$ cat src/design/tkv_pkg.sv
// types and constants of the thread key value table
package tkv_pkg;

  localparam int unsigned ENTRIES = 16;
  localparam int unsigned IDX_W = $clog2(ENTRIES);
  localparam logic [IDX_W-1:0] LAST_IDX = IDX_W'(ENTRIES - 1);

  localparam int unsigned TAG_W = 16;
  localparam int unsigned KEY_W = 8;
  localparam int unsigned VAL_W = 64;
  localparam int unsigned CMD_W = 3;

  localparam logic [KEY_W-1:0] KEY_MAX = {KEY_W{1'b1}};

  localparam logic [CMD_W-1:0] CMD_CREATE  = 3'd0;
  localparam logic [CMD_W-1:0] CMD_SET     = 3'd1;
  localparam logic [CMD_W-1:0] CMD_GET     = 3'd2;
  localparam logic [CMD_W-1:0] CMD_DEL_OWN = 3'd3;
  localparam logic [CMD_W-1:0] CMD_DEL_KEY = 3'd4;
  localparam logic [CMD_W-1:0] CMD_PURGE   = 3'd5;

  typedef enum logic [1:0] {
    ST_IDLE,
    ST_SCAN,
    ST_DRAIN,
    ST_FINISH
  } state_e;

  typedef struct packed {
    logic [CMD_W-1:0] command;
    logic [TAG_W-1:0] thread_tag;
    logic [KEY_W-1:0] key;
    logic [VAL_W-1:0] value;
  } in_item_t;

  typedef struct packed {
    logic             status;
    logic [VAL_W-1:0] read_value;
    logic [KEY_W-1:0] new_key;
  } out_item_t;

  typedef struct packed {
    logic [TAG_W-1:0] thread;
    logic [KEY_W-1:0] key;
    logic [VAL_W-1:0] value;
  } entry_t;

endpackage

$ cat src/design/thread_key_value_table.sv
// thread key value table: (thread, key) -> value store with a scanned entry memory
//
//   channel   dir   payload                                 handshake
//   in        in    in_item_i  (command, tag, key, value)   in_valid_i / in_ready_o
//   out       out   out_item_o (status, read_value, new_key) out_valid_o / out_ready_i
//
// one item at a time: after accept the scan makes one read per cycle of the entry memory,
// then the drain and finish states follow; finish loads the result into the output
// register, and the next item is taken back in the idle state.
// reset clears the valid bits, key counter and enable flag; no clearing pass.
// a stalled result holds in the output register while the next item is taken
// and scanned; only the finish step waits for the output register to free up.
module thread_key_value_table (
  input  logic                clk_i,
  input  logic                rst_ni,
  input  logic                in_valid_i,
  output logic                in_ready_o,
  input  tkv_pkg::in_item_t   in_item_i,
  output logic                out_valid_o,
  input  logic                out_ready_i,
  output tkv_pkg::out_item_t  out_item_o
);

  tkv_pkg::state_e state_q, state_d;

  logic [tkv_pkg::IDX_W-1:0] cnt_q, cnt_d;
  logic                      cmp_vld_q;
  logic [tkv_pkg::IDX_W-1:0] cmp_idx_q;
  tkv_pkg::entry_t           rd_data_q;

  logic [tkv_pkg::ENTRIES-1:0] valid_q, valid_d;
  logic                        enabled_q, enabled_d;
  logic [tkv_pkg::KEY_W-1:0]   key_ctr_q, key_ctr_d;

  tkv_pkg::in_item_t req_q;

  logic                      found_q, free_found_q;
  logic [tkv_pkg::IDX_W-1:0] hit_idx_q, free_idx_q;
  logic [tkv_pkg::VAL_W-1:0] hit_val_q;

  logic                out_valid_q, out_valid_d;
  tkv_pkg::out_item_t  out_item_q, out_item_d;

  tkv_pkg::entry_t mem [tkv_pkg::ENTRIES];

  logic in_acc, out_free, load, scan_en;
  logic cmp_valid, cmp_hit, do_insert;

  assign in_acc   = in_valid_i && in_ready_o;
  assign out_free = !out_valid_q || out_ready_i;

  // next state
  always_comb begin
    state_d = state_q;
    case (state_q)
      tkv_pkg::ST_IDLE: begin
        if (in_valid_i) state_d = tkv_pkg::ST_SCAN;
      end
      tkv_pkg::ST_SCAN: begin
        if (cnt_q == tkv_pkg::LAST_IDX) state_d = tkv_pkg::ST_DRAIN;
      end
      tkv_pkg::ST_DRAIN: begin
        state_d = tkv_pkg::ST_FINISH;
      end
      tkv_pkg::ST_FINISH: begin
        if (out_free) state_d = tkv_pkg::ST_IDLE;
      end
      default: begin
        state_d = tkv_pkg::ST_IDLE;
      end
    endcase
  end

  // state outputs
  always_comb begin
    in_ready_o = 1'b0;
    scan_en    = 1'b0;
    load       = 1'b0;
    case (state_q)
      tkv_pkg::ST_IDLE:   in_ready_o = 1'b1;
      tkv_pkg::ST_SCAN:   scan_en    = 1'b1;
      tkv_pkg::ST_DRAIN:  scan_en    = 1'b0;
      tkv_pkg::ST_FINISH: load       = out_free;
      default:            in_ready_o = 1'b0;
    endcase
  end

  always_comb begin
    cnt_d = cnt_q;
    if (in_acc) begin
      cnt_d = '0;
    end else if (scan_en) begin
      cnt_d = cnt_q + 1'b1;
    end
  end

  // compare stage: entry data is registered and arrives in the cycle after its address
  assign cmp_valid = cmp_vld_q && valid_q[cmp_idx_q];
  assign cmp_hit   = cmp_valid && (rd_data_q.thread == req_q.thread_tag)
                     && (rd_data_q.key == req_q.key);

  assign do_insert = (req_q.command == tkv_pkg::CMD_SET) && enabled_q && !found_q
                     && (req_q.value != '0) && free_found_q;

  always_comb begin
    valid_d = valid_q;
    if (cmp_valid) begin
      if (req_q.command == tkv_pkg::CMD_DEL_KEY && rd_data_q.key == req_q.key) begin
        valid_d[cmp_idx_q] = 1'b0;
      end
      if (req_q.command == tkv_pkg::CMD_PURGE && rd_data_q.thread != req_q.thread_tag) begin
        valid_d[cmp_idx_q] = 1'b0;
      end
    end
    if (load) begin
      if (do_insert) valid_d[free_idx_q] = 1'b1;
      if (req_q.command == tkv_pkg::CMD_DEL_OWN && found_q) valid_d[hit_idx_q] = 1'b0;
    end
  end

  always_comb begin
    enabled_d   = enabled_q;
    key_ctr_d   = key_ctr_q;
    out_valid_d = out_valid_q;
    out_item_d  = out_item_q;
    if (out_ready_i) out_valid_d = 1'b0;
    if (load) begin
      out_valid_d = 1'b1;
      out_item_d  = '0;
      case (req_q.command)
        tkv_pkg::CMD_CREATE: begin
          enabled_d = 1'b1;
          if (key_ctr_q != tkv_pkg::KEY_MAX) key_ctr_d = key_ctr_q + 1'b1;
          out_item_d.new_key = key_ctr_d;
        end
        tkv_pkg::CMD_SET: begin
          out_item_d.status = !(enabled_q && (found_q || do_insert));
        end
        tkv_pkg::CMD_GET: begin
          if (enabled_q && found_q) out_item_d.read_value = hit_val_q;
        end
        default: begin
          out_item_d = '0;
        end
      endcase
    end
  end

  always_ff @(posedge clk_i or negedge rst_ni) begin
    if (!rst_ni) begin
      state_q      <= tkv_pkg::ST_IDLE;
      cnt_q        <= '0;
      cmp_vld_q    <= 1'b0;
      valid_q      <= '0;
      enabled_q    <= 1'b0;
      key_ctr_q    <= '0;
      found_q      <= 1'b0;
      free_found_q <= 1'b0;
      out_valid_q  <= 1'b0;
    end else begin
      state_q     <= state_d;
      cnt_q       <= cnt_d;
      cmp_vld_q   <= scan_en;
      valid_q     <= valid_d;
      enabled_q   <= enabled_d;
      key_ctr_q   <= key_ctr_d;
      out_valid_q <= out_valid_d;
      if (in_acc) begin
        found_q      <= 1'b0;
        free_found_q <= 1'b0;
      end else begin
        if (cmp_hit) found_q <= 1'b1;
        if (cmp_vld_q && !valid_q[cmp_idx_q]) free_found_q <= 1'b1;
      end
    end
  end

  // payload registers
  always_ff @(posedge clk_i) begin
    if (in_acc) req_q <= in_item_i;
    cmp_idx_q  <= cnt_q;
    out_item_q <= out_item_d;
    // first hit and lowest free slot win
    if (cmp_hit && !found_q) begin
      hit_idx_q <= cmp_idx_q;
      hit_val_q <= rd_data_q.value;
    end
    if (cmp_vld_q && !valid_q[cmp_idx_q] && !free_found_q) free_idx_q <= cmp_idx_q;
  end

  // entry memory: one read and one write port
  always_ff @(posedge clk_i) begin
    rd_data_q <= mem[cnt_q];
  end

  always_ff @(posedge clk_i) begin
    if (load && do_insert) begin
      mem[free_idx_q] <= '{thread: req_q.thread_tag, key: req_q.key, value: req_q.value};
    end
  end

  assign out_valid_o = out_valid_q;
  assign out_item_o  = out_item_q;

endmodule

$ cat config.mk
export PLATFORM = sky130hd
export DESIGN_NAME = thread_key_value_table
export DESIGN_NICKNAME = d
export VERILOG_FILES = /design/src/design/tkv_pkg.sv /design/src/design/thread_key_value_table.sv
export SDC_FILE = /design/constraint.sdc
export NUM_CORES = 2
export LEC_CHECK = 0
export ABC_AREA = 1
export BUFFER_PORTS_ARGS = -buffer_cell sky130_fd_sc_hd__buf_2
export CORE_UTILIZATION = 67
export DETAILED_ROUTE_END_ITERATION = 10
export GPL_TIMING_DRIVEN = 0
export PLACE_DENSITY = 0.85
export RECOVER_POWER = 100
export SYNTH_ARGS = -nofsm -noshare
export SYNTH_HDL_FRONTEND = slang
export SYNTH_SLANG_ARGS = --single-unit
$ cat constraint.sdc
create_clock -name clk_i -period 13.8 [get_ports clk_i]
set_input_delay 2.76 -clock clk_i [delete_from_list [all_inputs] [get_ports clk_i]]
set_output_delay 2.76 -clock clk_i [all_outputs]
set_load 0.01 [all_outputs]
==> results_dict.tcl <==
set metrics [dict create \
    outcome "finished with violations" \
    violations "design-rule violations, max-capacitance violations, max-slew violations" \
    period_minus_slack_ps 8743 \
    worstMarginPinSlew_ps 4499 \
    hold_depth 0 \
    critPathLaunchType "primary input" \
    fin_setup_tns_ps 0 \
    relSlewSlack_pct -200.0 \
    pwr-share-seq_pct 44.1 \
    powerDensity_mw_per_mm2 205.3 \
    worstHoldPathType "reg -> reg" \
    yosys_register_bits 1771 \
    wirelength_um 179500 \
    fin_nets 5312 \
    num_vias 44820 \
    syn_nets 4928 \
    final_cells 6649 \
    cell_internal_pwr_w 0.009914 \
    grt_first_pass_wirelength_um 263000 \
    cpPeakStageDelay_ps 1980 \
    routedWlPerCell_um 27.00 \
    antenna_found_initial 9 \
    h-tree-depth 4 \
    die-area_mm2 0.1004 \
    clock.fmax_ghz 0.1144 \
    ioPinCount 170 \
    min_to "hit_val_q[8]$_DFFE_PP_" \
    synth_top_cell_area_share_pct 74.29 \
    clockPowerShare_pct 29.3 \
    ctsResizeCount 0 \
    drv_slew 1681 \
    switching_share_pct 35.04 \
    placementRows 115 \
    synth_area_mm2 0.06645 \
    drt-pass1-iter-count 10 \
    synth-seq-area-share_pct 78.38 \
    postCtsHoldBufs 0 \
    rr_worst_depth 13 \
    place_area_mm2 0.06999 \
    r2r_slack_ps 5710 \
    pwr-share-comb_pct 26.6 \
    syn_to_final_growth_pct 11.85 \
    cts-root-buf "clkbuf_16" \
    overflow 0 \
    top_usage_layer "met2" \
    start_util_pct 67.61 \
    vias_per_cell 6.741 \
    synth_cells 4827 \
    path_clk_slew_ps 60 \
    reg2reg_to "mem[2][51]$_DFFE_PP_" \
    final_common_cell "edfxtp_1" \
    async_reset_ff_share_pct 1.976 \
    gp_congestion 0.9021 \
    dp_cells 6329 \
    setup_violations 0 \
    drtIter0Drc 7715 \
    maxCapViolCount 58 \
    rsz0062_at_grt "false" \
    grt_max_degree 64 \
    syn_avg_cell_area_um2 13.77 \
    fin_util_pct 75.63 \
    ir_worst_vdd_mv 0.1693 \
    hold_violations 0 \
    dp_hpwl_um 109500 \
    synth_edf_count 1644 \
    drc_errors 1 \
    die_h_um 316.9 \
    end_kind "flop" \
    path_cells "buf_2 > inv_1 > nand2_1 > nand2_1 > nor2_1 > nand3_1 > nor2_1 > clkbuf_1 > clkbuf_1 > buf_16" \
    required_ps 14280 \
    cpMaxStageDelayCell "nor2_1" \
    portBuffers 169 \
    ctsLongestPathBuffers 3 \
    track_usage_pct 35.81 \
    final_area_mm2 0.07432 \
    fin_worst_skew_ps 34.51 \
    core_area_mm2 0.09828 \
    layout_common_cells "edfxtp_1 (1644), nor2_1 (904), o21ai_0 (544), clkbuf_1 (367), nand2_1 (353)" \
    ys_top_cells_by_area "edfxtp_1 (74%), nor2_1 (5.1%), o21ai_0 (4.1%)" \
    drt.antenna.violating_nets 0 \
    met2_usage_pct 56.36 \
    path_max_fanout 24 \
    die_w_um 316.9 \
    hp-start "rd_data_q[8]$_DFF_P_" \
    synth_top_area_cell "edfxtp_1" \
    synth-main-ff-cell "edfxtp_1" \
    grt.met3_usage_pct 9.626 \
    synth.distinct_cells 40 \
    power_leakage_nw 24.69 \
    fin_crit_sh_pct 63.35 \
    drive_gt1_share_pct 8.198 \
    worstSetupPathType "in -> reg" \
    cts_buffers 167 \
    post-cts-setup-buffers 0 \
    use_met1_pct 45.01 \
    cts.sinks 1771 \
    regToRegStartpoint "req_q[57]$_DFFE_PP_" \
    insertion_delay_ps 800 \
    worstPathArrival_ps 9230 \
    grt_pass1_vias 44618 \
    p_sw_w 0.005347 \
    synth.yosys.warnings 0 \
    cts_tree "yes" \
]
-- critical path: cells and delay by family --
family,cells,cell delay [ps]
buf+inv,5,3280
simple gates,5,3150
-- logic make-up (layout without fill, tap and decap cells) --
family | Yosys count | in the layout | share of synthesized area, %
other cells | 0 | 7 | 0
mux | 1 | 1 | 0.01506
simple gates | 1469 | 1469 | 8.810
buf+inv | 447 | 975 | 2.751
fa+ha+maj | 6 | 6 | 0.1130
xor+xnor | 5 | 5 | 0.06592
flops | 1771 | 1771 | 78.38
compound gates | 1128 | 1128 | 9.861
-- worst max-delay path by stage --
stage	startpoint	endpoint	cells after the start
2_1_floorplan	out_ready_i	mem[0][0]$_DFFE_PP_	6
6_report	out_ready_i	mem[2][51]$_DFFE_PP_	10
3_5_place_dp	out_ready_i	mem[2][39]$_DFFE_PP_	10
3_3_place_gp	out_ready_i	mem[8][33]$_DFFE_PP_	7
5_1_grt	out_ready_i	mem[2][43]$_DFFE_PP_	10
4_1_cts	out_ready_i	mem[2][43]$_DFFE_PP_	10
-- layout make-up --
| type | instances | area [um2] |
|---|---|---|
| plain buffers | 291 | 1234 |
| multi-input cells | 2609 | 12530 |
| flip-flops and latches | 1771 | 52090 |
| well taps | 1287 | 1610 |
| clock buffers | 232 | 4617 |
| clock inverters | 81 | 690.7 |
| repair buffers | 215 | 948.4 |
| diodes | 7 | 17.52 |
| inverters | 156 | 593.1 |
| fillers | 5298 | 23950 |
-- sequential cells by signal, indices dropped and copies added, names as in the netlist, 2 cells and up --
signal and cells:
rd_data_q 88, out_item_o 73, mem 1408, key_ctr_q 8, hit_idx_q 4, req_q 91, state_q 2, cmp_idx_q 4
cnt_q 4, hit_val_q 64, valid_q 16, free_idx_q 4
-- metal layers --
metal	vias up	part of all wire (%)
li1	18603	-
met1	21190	33
met2	4212	47
met3	811	14
met4	4	6.2
met5	-	0.014
-- power by group through the flow --
stage                     Combinational (W)  Clock [W]  Sequential, W
final                               0.00406    0.00447        0.00673
after global routing                0.00424    0.00465        0.00676
after CTS                           0.00393    0.00445        0.00670
after detailed placement            0.00382          0        0.00680
after global placement              0.00360          0        0.00679
after floorplan                     0.00227          0        0.00671
-- synthesized netlist by cell type (3+ instances only) --
master	n
a21oi_1	19
a21oi_2	5
buf_1	15
buf_2	71
buf_4	8
buf_6	3
clkbuf_1	187
clkbuf_2	7
dfrtp_1	35
dfxtp_1	92
edfxtp_1	1644
ha_1	6
inv_1	149
inv_2	6
nand2_1	353
nand3_1	184
nand3_2	5
nand4_1	6
nor2_1	903
nor3_1	4
nor4_1	4
o211ai_1	29
o21ai_0	540
o21ai_1	180
o221ai_1	147
o22ai_1	205
xor2_1	3
-- metrics by stage --
stage / setup slack [ps] / total power (W) / hold WS [ps]
floorplan: 6198 / 0.008974 / 385.5
finish: 5057 / 0.01526 / 392.0
global route: 4915 / 0.01565 / 404.0
global placement: 2499 / 0.01039 / 385.8
detailed placement: 7973 / 0.01061 / 388.7
CTS: 8741 / 0.01507 / 391.4
Power figures use the tool's default switching activity.
